### config.mk
export PLATFORM = sky130hd
export DESIGN_NAME = utf8_text_layout_engine
export DESIGN_NICKNAME = d
export VERILOG_FILES = /design/src/rtl/core/utle_pkg.sv /design/src/rtl/core/utle_front.sv /design/src/rtl/core/utle_op_fifo.sv /design/src/rtl/core/utle_back.sv /design/src/rtl/core/utf8_text_layout_engine.sv
export VERILOG_INCLUDE_DIRS = /design/src /design/src/rtl/core
export SDC_FILE = /design/constraint.sdc
export NUM_CORES = 1
export LEC_CHECK = 0
export BUFFER_PORTS_ARGS = -buffer_cell sky130_fd_sc_hd__buf_2
export CORE_MARGIN = 1.5
export CORE_UTILIZATION = 50
export CTS_BUF_LIST = sky130_fd_sc_hd__clkbuf_2 sky130_fd_sc_hd__clkbuf_4 sky130_fd_sc_hd__clkbuf_8
export CTS_CLUSTER_DIAMETER = 40
export CTS_CLUSTER_SIZE = 16
export DETAILED_ROUTE_END_ITERATION = 8
export PLACE_DENSITY = 0.68
export REMOVE_ABC_BUFFERS = 1
export SLEW_MARGIN = 20
export SYNTH_ARGS = -nofsm -noshare
export SYNTH_HDL_FRONTEND = slang
export SYNTH_HIERARCHICAL = 1
export SYNTH_SLANG_ARGS = --single-unit
export TNS_END_PERCENT = 1
### constraint.sdc
create_clock -name clk -period 19.98 [get_ports clk]
set_clock_uncertainty 0.05 [all_clocks]
set_input_delay 1.998 -clock clk [delete_from_list [all_inputs] [get_ports clk]]
set_output_delay 1.998 -clock clk [all_outputs]
set_load 0.05 [all_outputs]
### src/rtl/core/utf8_text_layout_engine_defines.svh
// assertion macros shared by the layout engine rtl
`ifndef UTF8_TEXT_LAYOUT_ENGINE_DEFINES_SVH
`define UTF8_TEXT_LAYOUT_ENGINE_DEFINES_SVH

// same-cycle implication, checked out of reset
`define UTLE_ASSERT_IMPLY(lbl, ante, cons) \
	lbl: assert property (@(posedge clk) disable iff (!arst_n) (ante) |-> (cons)) \
		else $error("layout engine check failed");

// next-cycle implication, checked out of reset
`define UTLE_ASSERT_NEXT(lbl, ante, cons) \
	lbl: assert property (@(posedge clk) disable iff (!arst_n) (ante) |=> (cons)) \
		else $error("layout engine check failed");

`endif

### src/rtl/core/utle_pkg.sv
package utle_pkg;

	localparam int FONT_WIDTH    = 8;
	localparam int FONT_HEIGHT   = 16;
	localparam int SCREEN_WIDTH  = 320;
	localparam int SCREEN_HEIGHT = 240;
	localparam int WIDE_WIDTH    = 16;

	localparam logic [15:0] WRAP_RESET   = 16'(SCREEN_WIDTH);
	localparam logic [7:0]  CHAR_QMARK   = 8'h3F;
	localparam logic [7:0]  CHAR_NEWLINE = 8'h0A;

	// op queue depth, power of two
	localparam int QUEUE_DEPTH = 4;
	localparam int Q_PTR_W     = $clog2(QUEUE_DEPTH);

	typedef enum logic [1:0] {
		CFG_ORIGIN_X   = 2'd0,
		CFG_ORIGIN_Y   = 2'd1,
		CFG_WRAP_WIDTH = 2'd2
	} cfg_reg_t;

	typedef enum logic [1:0] {
		KIND_GLYPH = 2'd0,
		KIND_FILL  = 2'd1,
		KIND_DONE  = 2'd2
	} res_kind_t;

	typedef enum logic [1:0] {
		OP_NOP,
		OP_GLYPH,
		OP_NEWLINE,
		OP_FINISH
	} op_kind_t;

	typedef enum logic [1:0] {
		FE_IDLE,
		FE_MAIN,
		FE_FIN
	} fe_state_t;

	typedef struct packed {
		op_kind_t    kind;
		logic [20:0] cp;
		logic        first;
		logic        last;
	} op_t;

	typedef struct packed {
		logic [1:0]  kind;
		logic [15:0] pos_x;
		logic [15:0] pos_y;
		logic [15:0] span_w;
		logic [20:0] code_point;
		logic        is_wide;
		logic [15:0] end_y;
		logic        run_end;
	} res_t;

	typedef struct packed {
		logic [15:0] origin_x;
		logic [15:0] origin_y;
		logic [15:0] wrap_width;
	} layout_cfg_t;

	typedef struct packed {
		logic held_valid;
		logic held_last;
	} back_stat_t;

endpackage

### src/rtl/core/utle_front.sv
module utle_front (
	input  logic           clk,
	input  logic           arst_n,
	input  logic           in_valid,
	output logic           in_ready,
	input  logic [7:0]     text_byte,
	input  logic           final_byte,
	output logic           op_valid,
	input  logic           op_ready,
	output utle_pkg::op_t  op
);
	import utle_pkg::*;

	fe_state_t   state_q, state_d;
	logic [7:0]  byte_q;
	logic        fin_q;
	logic        first_q;
	logic        in_str_q;
	logic [7:0]  lead_q, lead_d;
	logic [1:0]  need_q, need_d;
	logic [1:0]  taken_q, taken_d;
	logic [2:0]  taken_inc;
	logic [20:0] part_q, part_d, part_acc, cp_full;
	logic        is_cont, flush, fire, done_now, accept, str_open;

	assign is_cont   = (byte_q[7:6] == 2'b10);
	assign part_acc  = {part_q[14:0], byte_q[5:0]};
	assign taken_inc = {1'b0, taken_q} + 3'd1;

	always_comb begin
		case (need_q)
			2'd1:    cp_full = {10'b0, lead_q[4:0], part_acc[5:0]};
			2'd2:    cp_full = {5'b0, lead_q[3:0], part_acc[11:0]};
			default: cp_full = {lead_q[2:0], part_acc[17:0]};
		endcase
	end

	// open sequence broken by this byte, or cut by the end of the string
	assign flush = (need_q != 2'd0) && !((state_q == FE_MAIN) && is_cont);

	// op generation and decoder update
	always_comb begin
		op_valid = (state_q != FE_IDLE);
		op.kind  = OP_NOP;
		op.cp    = '0;
		op.first = first_q;
		op.last  = 1'b0;
		lead_d   = lead_q;
		need_d   = need_q;
		taken_d  = taken_q;
		part_d   = part_q;
		if (flush) begin
			op.kind = OP_GLYPH;
			op.cp   = {13'b0, CHAR_QMARK};
			if (taken_q == 2'd0) begin
				need_d = 2'd0;
				lead_d = '0;
				part_d = '0;
			end else begin
				taken_d = taken_q - 2'd1;
			end
		end else if (state_q == FE_MAIN) begin
			op.last = !fin_q;
			if (is_cont && (need_q != 2'd0)) begin
				if (taken_inc >= {1'b0, need_q}) begin
					op.kind = OP_GLYPH;
					op.cp   = cp_full;
					need_d  = 2'd0;
					taken_d = 2'd0;
					lead_d  = '0;
					part_d  = '0;
				end else begin
					taken_d = taken_inc[1:0];
					part_d  = part_acc;
				end
			end else begin
				taken_d = 2'd0;
				part_d  = '0;
				if (byte_q == CHAR_NEWLINE) begin
					op.kind = OP_NEWLINE;
				end else if (!byte_q[7]) begin
					op.kind = OP_GLYPH;
					op.cp   = {13'b0, byte_q};
				end else if (byte_q[7:5] == 3'b110) begin
					lead_d = byte_q;
					need_d = 2'd1;
				end else if (byte_q[7:4] == 4'b1110) begin
					lead_d = byte_q;
					need_d = 2'd2;
				end else if (byte_q[7:3] == 5'b11110) begin
					lead_d = byte_q;
					need_d = 2'd3;
				end else begin
					op.kind = OP_GLYPH;
					op.cp   = {13'b0, CHAR_QMARK};
				end
			end
		end else if (state_q == FE_FIN) begin
			op.kind = OP_FINISH;
			op.last = 1'b1;
		end
	end

	assign fire     = op_valid && op_ready;
	assign done_now = fire && !flush
		&& (((state_q == FE_MAIN) && !fin_q) || (state_q == FE_FIN));
	assign in_ready = (state_q == FE_IDLE) || done_now;
	assign accept   = in_valid && in_ready;
	assign str_open = in_str_q && !(done_now && (state_q == FE_FIN));

	always_comb begin
		state_d = state_q;
		unique case (state_q)
			FE_IDLE: begin
				if (accept) state_d = FE_MAIN;
			end
			FE_MAIN: begin
				if (fire && !flush) begin
					if (fin_q)       state_d = FE_FIN;
					else if (accept) state_d = FE_MAIN;
					else             state_d = FE_IDLE;
				end
			end
			FE_FIN: begin
				if (fire && !flush) state_d = accept ? FE_MAIN : FE_IDLE;
			end
			default: state_d = FE_IDLE;
		endcase
	end

	always_ff @(posedge clk) begin
		if (accept) begin
			byte_q <= text_byte;
			fin_q  <= final_byte;
		end
	end

	always_ff @(posedge clk or negedge arst_n) begin
		if (!arst_n) begin
			state_q  <= FE_IDLE;
			first_q  <= 1'b0;
			in_str_q <= 1'b0;
			lead_q   <= '0;
			need_q   <= 2'd0;
			taken_q  <= 2'd0;
			part_q   <= '0;
		end else begin
			state_q <= state_d;
			if (accept)    first_q <= !str_open;
			else if (fire) first_q <= 1'b0;
			if (accept)                             in_str_q <= 1'b1;
			else if (done_now && state_q == FE_FIN) in_str_q <= 1'b0;
			// a new string starts with an empty decoder
			if (accept && !str_open) begin
				lead_q  <= '0;
				need_q  <= 2'd0;
				taken_q <= 2'd0;
				part_q  <= '0;
			end else if (fire) begin
				lead_q  <= lead_d;
				need_q  <= need_d;
				taken_q <= taken_d;
				part_q  <= part_d;
			end
		end
	end

endmodule

### src/rtl/core/utle_op_fifo.sv
module utle_op_fifo (
	input  logic          clk,
	input  logic          arst_n,
	input  logic          push_valid,
	output logic          push_ready,
	input  utle_pkg::op_t push_op,
	output logic          pop_valid,
	input  logic          pop_ready,
	output utle_pkg::op_t pop_op
);
	import utle_pkg::*;

	op_t                mem_q [QUEUE_DEPTH];
	logic [Q_PTR_W-1:0] wr_q, rd_q;
	logic [Q_PTR_W:0]   cnt_q;
	logic               do_push, do_pop;

	assign push_ready = (cnt_q != (Q_PTR_W + 1)'(QUEUE_DEPTH));
	assign pop_valid  = (cnt_q != '0);
	assign pop_op     = mem_q[rd_q];
	assign do_push    = push_valid && push_ready;
	assign do_pop     = pop_valid && pop_ready;

	always_ff @(posedge clk) begin
		if (do_push) mem_q[wr_q] <= push_op;
	end

	always_ff @(posedge clk or negedge arst_n) begin
		if (!arst_n) begin
			wr_q  <= '0;
			rd_q  <= '0;
			cnt_q <= '0;
		end else begin
			if (do_push) wr_q <= wr_q + 1'b1;
			if (do_pop)  rd_q <= rd_q + 1'b1;
			case ({do_push, do_pop})
				2'b10:   cnt_q <= cnt_q + 1'b1;
				2'b01:   cnt_q <= cnt_q - 1'b1;
				default: cnt_q <= cnt_q;
			endcase
		end
	end

endmodule

### src/rtl/core/utle_back.sv
module utle_back (
	input  logic                  clk,
	input  logic                  arst_n,
	input  utle_pkg::layout_cfg_t cfg,
	input  logic                  op_valid,
	output logic                  op_pop,
	input  utle_pkg::op_t         op,
	output logic                  out_valid,
	input  logic                  out_ready,
	output utle_pkg::res_t        res,
	output utle_pkg::back_stat_t  bstat
);
	import utle_pkg::*;

	logic [15:0] cx_q, cy_q;
	logic        halt_q;
	logic        ph_q;
	res_t        held_q;
	logic        held_v_q;
	logic        out_v_q;

	logic        eff_first;
	logic [15:0] ex, ey, r, cw;
	logic        eh, wide, x_lt_r, over, bottom;
	logic [15:0] nx, ny;
	logic        nh, nph, gen, complete, res_last;
	res_t        res_d;
	logic        out_free, can_gen, step, push_held;

	assign eff_first = op.first && !ph_q;
	assign ex     = eff_first ? cfg.origin_x : cx_q;
	assign ey     = eff_first ? cfg.origin_y : cy_q;
	assign eh     = eff_first ? 1'b0 : halt_q;
	assign r      = cfg.origin_x + cfg.wrap_width;
	assign x_lt_r = (ex < r);
	assign wide   = |op.cp[20:7];
	assign cw     = wide ? 16'(WIDE_WIDTH) : 16'(FONT_WIDTH);
	// edge and bottom tests without wraparound
	assign over   = ({1'b0, ex} + {1'b0, cw}) > {1'b0, r};
	assign bottom = ({1'b0, ey} + 17'(FONT_HEIGHT)) > 17'(SCREEN_HEIGHT);

	always_comb begin
		gen      = 1'b0;
		complete = 1'b1;
		res_last = op.last;
		nx       = ex;
		ny       = ey;
		nh       = eh;
		nph      = 1'b0;
		res_d    = '0;
		// fill of the rest of the line is the common case
		res_d.kind   = KIND_FILL;
		res_d.pos_x  = ex;
		res_d.pos_y  = ey;
		res_d.span_w = r - ex;
		case (op.kind)
			OP_NEWLINE: begin
				if (!eh) begin
					gen = x_lt_r;
					nx  = cfg.origin_x;
					ny  = ey + 16'(FONT_HEIGHT);
				end
			end
			OP_GLYPH: begin
				if (!eh) begin
					if (!ph_q && over) begin
						gen      = x_lt_r;
						nx       = cfg.origin_x;
						ny       = ey + 16'(FONT_HEIGHT);
						nph      = 1'b1;
						complete = 1'b0;
						res_last = 1'b0;
					end else if (bottom) begin
						nh = 1'b1;
					end else begin
						gen              = 1'b1;
						res_d.kind       = KIND_GLYPH;
						res_d.span_w     = cw;
						res_d.code_point = op.cp;
						res_d.is_wide    = wide;
						nx               = ex + cw;
					end
				end
			end
			OP_FINISH: begin
				if (!ph_q) begin
					gen      = x_lt_r && (ey < 16'(SCREEN_HEIGHT));
					nph      = 1'b1;
					complete = 1'b0;
					res_last = 1'b0;
				end else begin
					gen          = 1'b1;
					res_d        = '0;
					res_d.kind   = KIND_DONE;
					res_d.end_y  = ey + 16'(FONT_HEIGHT);
				end
			end
			default: ;
		endcase
		res_d.run_end = res_last;
	end

	// a held result moves on once a later one exists or its run is known to be over, and the output is free
	assign out_free  = !out_v_q || out_ready;
	assign can_gen   = !held_v_q || out_free;
	assign step      = op_valid && (!gen || can_gen);
	assign op_pop    = step && complete;
	assign push_held = held_v_q && out_free && (held_q.run_end || (step && gen));

	always_ff @(posedge clk) begin
		if (step && gen) held_q <= res_d;
		else if (op_pop && op.last && held_v_q && !push_held) held_q.run_end <= 1'b1;
		if (push_held) res <= held_q;
	end

	always_ff @(posedge clk or negedge arst_n) begin
		if (!arst_n) begin
			cx_q     <= '0;
			cy_q     <= '0;
			halt_q   <= 1'b0;
			ph_q     <= 1'b0;
			held_v_q <= 1'b0;
			out_v_q  <= 1'b0;
		end else begin
			if (step) begin
				cx_q   <= nx;
				cy_q   <= ny;
				halt_q <= nh;
				ph_q   <= complete ? 1'b0 : nph;
			end
			if (step && gen)    held_v_q <= 1'b1;
			else if (push_held) held_v_q <= 1'b0;
			if (push_held)      out_v_q <= 1'b1;
			else if (out_ready) out_v_q <= 1'b0;
		end
	end

	assign out_valid        = out_v_q;
	assign bstat.held_valid = held_v_q;
	assign bstat.held_last  = held_q.run_end;

endmodule

### src/rtl/core/utf8_text_layout_engine.sv
// a byte passes the front byte register, four-entry op queue, held result and output register
// throughput: one byte per cycle when the output is not stalled and it needs a single layout
// step; a wrap and each '?' of a broken sequence add one step, the end of a string adds two,
// whether or not a step gives a command; one cycle per step in the single layout unit
// reset: arst_n clears cursor, decoder, queue and output; origins read 0, wrap width 320
`include "utf8_text_layout_engine_defines.svh"

module utf8_text_layout_engine (
	input  logic        clk,
	input  logic        arst_n,
	input  logic        cfg_we,
	input  logic [1:0]  cfg_index,
	input  logic [15:0] cfg_data,
	input  logic        in_valid,
	output logic        in_ready,
	input  logic [7:0]  text_byte,
	input  logic        final_byte,
	output logic        out_valid,
	input  logic        out_ready,
	output logic [1:0]  kind,
	output logic [15:0] pos_x,
	output logic [15:0] pos_y,
	output logic [15:0] span_w,
	output logic [20:0] code_point,
	output logic        is_wide,
	output logic [15:0] end_y,
	output logic        run_end
);
	import utle_pkg::*;

	layout_cfg_t cfg_q;
	op_t         front_op, fifo_op;
	logic        front_valid, front_ready;
	logic        fifo_valid, fifo_pop;
	res_t        res;
	back_stat_t  bstat;

	always_ff @(posedge clk or negedge arst_n) begin
		if (!arst_n) begin
			cfg_q.origin_x   <= '0;
			cfg_q.origin_y   <= '0;
			cfg_q.wrap_width <= WRAP_RESET;
		end else if (cfg_we) begin
			unique case (cfg_index)
				CFG_ORIGIN_X:   cfg_q.origin_x   <= cfg_data;
				CFG_ORIGIN_Y:   cfg_q.origin_y   <= cfg_data;
				CFG_WRAP_WIDTH: cfg_q.wrap_width <= cfg_data;
				default: ;
			endcase
		end
	end

	utle_front u_front (
		.clk        (clk),
		.arst_n     (arst_n),
		.in_valid   (in_valid),
		.in_ready   (in_ready),
		.text_byte  (text_byte),
		.final_byte (final_byte),
		.op_valid   (front_valid),
		.op_ready   (front_ready),
		.op         (front_op)
	);

	utle_op_fifo u_fifo (
		.clk        (clk),
		.arst_n     (arst_n),
		.push_valid (front_valid),
		.push_ready (front_ready),
		.push_op    (front_op),
		.pop_valid  (fifo_valid),
		.pop_ready  (fifo_pop),
		.pop_op     (fifo_op)
	);

	utle_back u_back (
		.clk       (clk),
		.arst_n    (arst_n),
		.cfg       (cfg_q),
		.op_valid  (fifo_valid),
		.op_pop    (fifo_pop),
		.op        (fifo_op),
		.out_valid (out_valid),
		.out_ready (out_ready),
		.res       (res),
		.bstat     (bstat)
	);

	assign kind       = res.kind;
	assign pos_x      = res.pos_x;
	assign pos_y      = res.pos_y;
	assign span_w     = res.span_w;
	assign code_point = res.code_point;
	assign is_wide    = res.is_wide;
	assign end_y      = res.end_y;
	assign run_end    = res.run_end;

	`UTLE_ASSERT_IMPLY(a_done_closes_run, out_valid && kind == KIND_DONE, run_end)
	`UTLE_ASSERT_IMPLY(a_glyph_width, out_valid && kind == KIND_GLYPH, (is_wide && span_w == 16'(WIDE_WIDTH)) || (!is_wide && span_w == 16'(FONT_WIDTH)))
	`UTLE_ASSERT_IMPLY(a_fill_nonzero, out_valid && kind == KIND_FILL, span_w != 16'd0)
	`UTLE_ASSERT_NEXT(a_finish_leaves_done, fifo_pop && fifo_op.kind == OP_FINISH, bstat.held_valid && bstat.held_last)

endmodule
### After elaboration in Yosys (flattened, before gate mapping)

Memories as Yosys holds them, arrays and structs flattened.
Index checks and enable logic that the tools add are counted.

| word-level totals | value |
|---|---|
| logic and storage cells | 262 |
| memory bits (read-only) | 0 |
| memories | 1 |
| register bits | 303 |
| memory bits (writable) | 100 |
| latch bits | 0 |
| output and inout port bits | 91 |

| cells by class | value |
|---|---|
| $lt $le $gt $ge | 5 |
| $add $sub $neg | 12 |
| bitwise gates (word level) | 0 |
| shift-type cells | 0 |
| reduce and logical (&&, ||, !) cells | 64 |
| eq/ne operators | 24 |
| multipliers | 0 |
| multiplexer cells | 119 |
| div/mod/pow operators | 0 |

Memory list:

| memory | depth | bits a word | rd ports | clocked after Yosys merged registers in | write ports | line | text |
|---|---|---|---|---|---|---|---|
| u_fifo.mem_q | 4 | 25 | 1 | 0 | 1 | utle_op_fifo.sv:13 | `op_t mem_q [QUEUE_DEPTH];` |

Operator list:

| cell | number |
|---|---|
| $mux 16 | 9 |
| $mux 23 | 5 |
| $mux 38 | 3 |
| $mux 89 | 1 |
| $mux 12 | 7 |
| $pmux 38 s2 | 1 |
| $mux 5 | 13 |
| $pmux 16 s2 | 2 |
| $mux 2 | 27 |
| $mux 22 | 2 |
| $mux 21 | 2 |
| $pmux 21 s2 | 1 |
| $mux 1 | 38 |
| $add 16x16->16 | 2 |
| $mux 32 | 1 |
| $logic_and 1x1->1 | 23 |
| $reduce_bool 2->1 | 9 |
| $add 16x16->17 | 1 |
| $add 16x5->17 const B | 1 |
| $gt 17x16->1 | 1 |
| $gt 17x8->1 const B | 1 |
| $add 16x5->16 const B | 1 |
| $lt 16x16->1 | 1 |
| $lt 16x8->1 const B | 1 |
| 33 further kinds | 71 |

### Logic depth before layout (Yosys ltp)

Gate-level depths: netlist of the first run.

| depth | value |
|---|---|
| word-level depth | 19 |
| mapped depth | 35 |
| mapped depth without buffers | 28 |

### By module

The synthesis of the first run kept the hierarchy.

By module, submodules not included:

| module | area each (um^2) | cells each | instances |
|---|---|---|---|
| utle_back | 11,481.0 | 1,014 | 1 |
| utle_op_fifo | 4,032.6 | 168 | 1 |
| utle_front | 2,088.3 | 219 | 1 |
| utf8_text_layout_engine | 1,818.0 | 102 | 1 |

### Worst setup path after synthesis of the first run

No wires, ideal clock.

| timing path | value |
|---|---|
| path kind | flip-flop to flip-flop |
| start | register u_fifo.rd_q[0] |
| end | register u_back.held_q (netlist bit u_back/bstat[0]), data pin |
| buffers on the path | 9 |
| cell stages (with the launch flop) | 29 |
| data arrival time | 10.089 ns |
| setup slack | 9.391 ns |
| library setup time | 0.450 ns |
| clock period less this slack | 10.589 ns |
| cells stage by stage | dfrtp_1 buf_2 buf_4 mux4_2 nand2b_1 buf_2 buf_6 buf_6 clkbuf_1 clkbuf_1 nand2_1 nand2_1 inv_1 fa_1 nor4_2 nand2_1 or3_1 xor2_1 ha_1 or4_1 a221oi_1 a211oi_1 o21bai_2 a221oi_1 o31a_1 buf_2 buf_2 nor2_1 o21ai_1 |

RTL lines:

| what | line | text |
|---|---|---|
| from (decl) | utle_op_fifo.sv:14 | `logic [Q_PTR_W-1:0] wr_q, rd_q;` |
| from (signal assigned) | utle_op_fifo.sv:35 | `if (do_pop) rd_q <= rd_q + 1'b1;` |
| to (signal assigned) | utle_back.sv:111 | `if (step && gen) held_q <= res_d;` |
| to (decl) | utle_back.sv:18 | `res_t held_q;` |

==> results_dict.tcl, run 1 <==
set metrics [dict create \
    cts_tree "yes" \
    cts_max_level 2 \
    finalNonFillerCells 2182 \
    dpl.cell_count 2092 \
    worstMarginPinSlew_ns 1.04 \
    final_cell_mix "edfxtp_1 (287), buf_2 (121), dfrtp_1 (114), nand2_1 (114), nor2_1 (98)" \
    syn_area_um2 19400 \
    critPathCaptureType "flip-flop" \
    rsz0062_at_grt "false" \
    via_per_inst 5.84 \
    fin_ws_ns 11.24 \
    clk_pin_slew_ns 0.09 \
    required_ns 20.30 \
    grt.busiest_layer "met2" \
    synthCells 1501 \
    wirelength_mm 46.3 \
    drive_gt1_share_pct 21.6 \
    cap_violations 0 \
    slew_viol_final 0 \
    drt-initial-drc-count 1122 \
    drc 0 \
    cts_repair_resize_count 0 \
    hold_buffers 0 \
    gr-usage-met3_pct 5.96 \
    drtAntennaViolNets 0 \
    dr.pass1.iters 5 \
    grtUsageMet2_pct 34.3 \
    start_kind "flip-flop" \
    hpwlAfterDp_mm 32.0 \
    start_util_pct 51.2 \
    max-slew-margin-rel_pct 30.7 \
    regToRegStartpoint "u_fifo/rd_q[0]" \
    fmax_mhz 114 \
    grt_pass1_wl_mm 70.7 \
    cts_setup_buffers 0 \
    globalRouteOverflowTotal 0 \
    grt_max_degree 63 \
    tns_ns 0 \
    cp-startpoint "u_fifo/rd_q[0]" \
    worstHoldPathType "reg -> reg" \
    r2r_slack_ns 11.24 \
    die_h_um 200 \
    hold_ws_ns 0.365 \
    avgSynthCellArea_um2 12.9 \
    period_share_pct 43.8 \
    r2r_cells 23 \
    die-area_um2 40000 \
    coreArea_um2 37900 \
    synthToLayoutAreaGrowth_pct 11.9 \
    cts.path.max_buffers 3 \
    hold_depth 0 \
    path_class "reg -> reg" \
    antenna_cells 0 \
    dieWidth_um 200 \
    cts_made_buffers 48 \
    nNetsFinal 1735 \
    worstHoldEndpoint "u_back/res[64]" \
    place_congestion 0.884 \
    vias 12746 \
    dpl_worst_slack_ns 11.21 \
    root_buffer "clkbuf_8" \
    worstHoldStart "u_back/held_q[64]" \
    r2r-end "u_back/bstat[0]" \
    port_buffers 122 \
    grt_usage_pct 23.5 \
    antenna_found_initial 0 \
    hold_viol_final 0 \
    clock-sinks 403 \
    insertion_delay_ns 0.66 \
    rows 71 \
    status "finished clean" \
    use_met1_pct 34.3 \
    ios 123 \
    synth_warnings 6 \
    arrival_ns 9.06 \
    wl_per_cell_um 21.2 \
    setup_viol 0 \
    grt_pass1_vias 12296 \
    final_common_cell "edfxtp_1" \
    crit_fanout 62 \
    period_needed_ns 8.74 \
]
## metrics by stage
| step | area, um^2 | util (%) |
|---|---|---|
| floorplan | 19100 | - |
| global placement | 20500 | 54.1 |
| detailed placement | 20500 | 54.1 |
| CTS | 21700 | 57.2 |
| global route | 21700 | 57.3 |
| finish | 21700 | 57.3 |
## flip-flops by register name, indices dropped and copies added, names as in the netlist
name,count
u_back/halt_q,1
u_back/out_valid,1
u_back/held_q,88
u_back/cx_q,16
u_front/taken_q,2
u_front/first_q,1
u_back/held_v_q,1
u_fifo/wr_q,2
u_front/state_q,2
u_fifo/cnt_q,3
u_back/cy_q,16
cfg_q,48
u_fifo/rd_q,2
u_front/in_str_q,1
u_back/ph_q,1
u_back/bstat,1
u_front/byte_q,8
u_front/part_q,12
u_front/fin_q,1
u_front/lead_q,5
u_front/need_q,2
u_back/res,89
u_fifo/mem_q,100
## cell type report
type	count	area (um^2)
fill	3065	16200
sequential	403	11500
multi-input combinational	979	7370
timing repair buffer	145	793
clock buffer	52	697
tap	511	639
clock inverter	37	485
inverter	55	206
## critical path, stage by stage (launching register included)
cell	delay, ns
dfrtp_1	0.59
buf_4	0.46
mux4_2	0.67
nand2b_1	0.12
buf_4	0.47
nand2_1	0.11
nand2_1	0.15
ha_1	0.19
inv_1	0.06
fa_1	0.47
nor4_2	0.49
nand2_1	0.20
xor2_1	0.19
ha_1	0.36
nand4_1	0.15
nor3_1	0.29
o21ai_0	0.17
a211oi_1	0.60
o21bai_2	0.26
a221oi_1	0.48
o31ai_1	0.23
nor2_4	0.68
buf_4	0.73
o21ai_1	0.16
## worst max path at each step
stage                              endpoint  slack, ns  cells past startpoint
after floorplan             u_back/bstat[0]       8.10                     20
after global placement    u_back/held_q[26]      11.47                     22
after detailed placement    u_back/bstat[0]      11.21                     22
after CTS                   u_back/bstat[0]      11.16                     22
after global routing        u_back/bstat[0]      10.45                     23
final                       u_back/bstat[0]      11.24                     23
## layer usage
layer | vias to the layer above | share of wire, %
met3 | 91 | 7.6
met2 | 480 | 44
li1 | 5918 | -
met5 | - | 0
met4 | 0 | 2.7
met1 | 6257 | 46
Power of run 1 is not shown: default switching activity piles up to over one toggle a cycle in this logic, so the estimate is an artifact.
==> run 2, diff against run 1 <==
Settings changed: ABC_AREA set to 1.
Clock period 19.98 ns to 8.8 ns, I/O delays scaled along.
==> results_dict.tcl, run 2 <==
set metrics [dict create \
    status "finished clean" \
    coreArea_um2 39700 \
    max-slew-margin-rel_pct 29.4 \
    grt_usage_pct 23.8 \
    root_buffer "clkbuf_8" \
    start_kind "flip-flop" \
    nNetsFinal 2289 \
    grt_pass1_vias 13488 \
    cap_violations 0 \
    ios 123 \
    cts_tree "yes" \
    rows 73 \
    top_register "u_fifo/mem_q" \
    drc 0 \
    arrival_ns 7.74 \
    tns_ns 0 \
    path_class "reg -> reg" \
    hpwlAfterDp_mm 34.8 \
    die-area_um2 41500 \
    seqCellArea_um2 11500 \
    drt-initial-drc-count 1401 \
    wirelength_mm 48.8 \
    synth_warnings 6 \
    cts_setup_buffers 0 \
    dr.pass1.iters 5 \
    clk_pin_slew_ns 0.08 \
    critPathSlowestCell "nor4_1" \
    fmax_mhz 138 \
    avgSynthCellArea_um2 9.75 \
    via_per_inst 5.39 \
    reg_top3 "u_fifo/mem_q x100, u_back/res x89, u_back/held_q x88" \
    port_buffers 122 \
    clock-sinks 403 \
    cts_repair_resize_count 0 \
    drive_gt1_share_pct 13.9 \
    wl_per_cell_um 17.7 \
    final_cell_mix "nand2_1 (515), edfxtp_1 (287), inv_1 (251)" \
    rsz0062_at_grt "false" \
    cts_made_buffers 51 \
    setup_viol 0 \
    dpl.cell_count 2658 \
    antenna_cells 0 \
    cts_max_level 2 \
    hold_viol_final 0 \
    vias 14828 \
    slew_viol_final 0 \
    grt_max_degree 91 \
    worstHoldPathType "in -> async" \
    start_util_pct 50.6 \
    insertion_delay_ns 0.65 \
    finalNonFillerCells 2752 \
    crit_fanout 40 \
    final_common_cell "nand2_1" \
    cpPeakStageDelay_ns 0.88 \
    grt_pass1_wl_mm 76.0 \
    worstMarginPinSlew_ns 1.05 \
    syn_area_um2 20100 \
    finish.utilization_pct 56.0 \
    dieWidth_um 204 \
    critPathMostFrequentCell "nand2_1" \
    hold_ws_ns 0.260 \
    multi_input_area_um2 7030 \
    drtAntennaViolNets 0 \
    hold_buffers 0 \
    largest_reg_flops 100 \
    n_fill_cell 3506 \
    required_ns 9.29 \
    place_congestion 0.875 \
    synthCells 2064 \
    critPathCaptureType "flip-flop" \
    period_share_pct 82.4 \
    cts.path.max_buffers 3 \
    die_h_um 204 \
    antenna_found_initial 0 \
    r2r_cells 43 \
    globalRouteOverflowTotal 0 \
    synthToLayoutAreaGrowth_pct 10.6 \
    period_needed_ns 7.25 \
]
-- run 2: area by class of cell --
type	count	share of cell area, %
well taps	525	2.95
clock buffers	52	3.22
clock inverters	42	2.11
inverters	274	4.66
multi-input cells	1310	31.6
repair buffers	146	3.68
flip-flops and latches	403	51.8
-- run 2: stage by stage --
stage / cell area (um^2) / setup slack, ns
after floorplan: 19600 / -0.997
after global placement: 21100 / 1.81
after detailed placement: 21100 / 1.58
after CTS: 22300 / 1.54
after global routing: 22300 / 0.747
final: 22300 / 1.55
-- run 2: worst paths after layout --
path                                   start                end  slack [ns]
max in group asynchronous             arst_n     u_back/cx_q[3]        7.05
max reg2reg                   u_fifo/rd_q[0]    u_fifo/cnt_q[2]        1.55
min reg2reg                u_back/held_q[35]     u_back/res[35]        0.37
max                           u_fifo/rd_q[0]    u_fifo/cnt_q[2]        1.55
min                                   arst_n    u_back/cy_q[13]        0.26
min in group clk                text_byte[1]  u_front/byte_q[1]        0.35
-- run 2: routing by layer --
| layer | up-vias | GRT usage (%) | routed length (um) |
|---|---|---|---|
| met5 | - | 0 | 0 |
| met4 | 0 | 6.48 | 830 |
| met3 | 59 | 3.00 | 3340 |
| met2 | 512 | 33.5 | 20300 |
| met1 | 7053 | 38.3 | 24300 |
| li1 | 7204 | - | - |
-- run 2: worst max-delay path, delay by kind of cell (launching register included) --
kind            cells  cell delay [ns]
simple gates       24             3.12
buf+inv            10             1.57
fa+ha+maj           5             1.51
compound gates      4             0.44
flops               1             0.40
Power of run 2 is left out for the same reason.
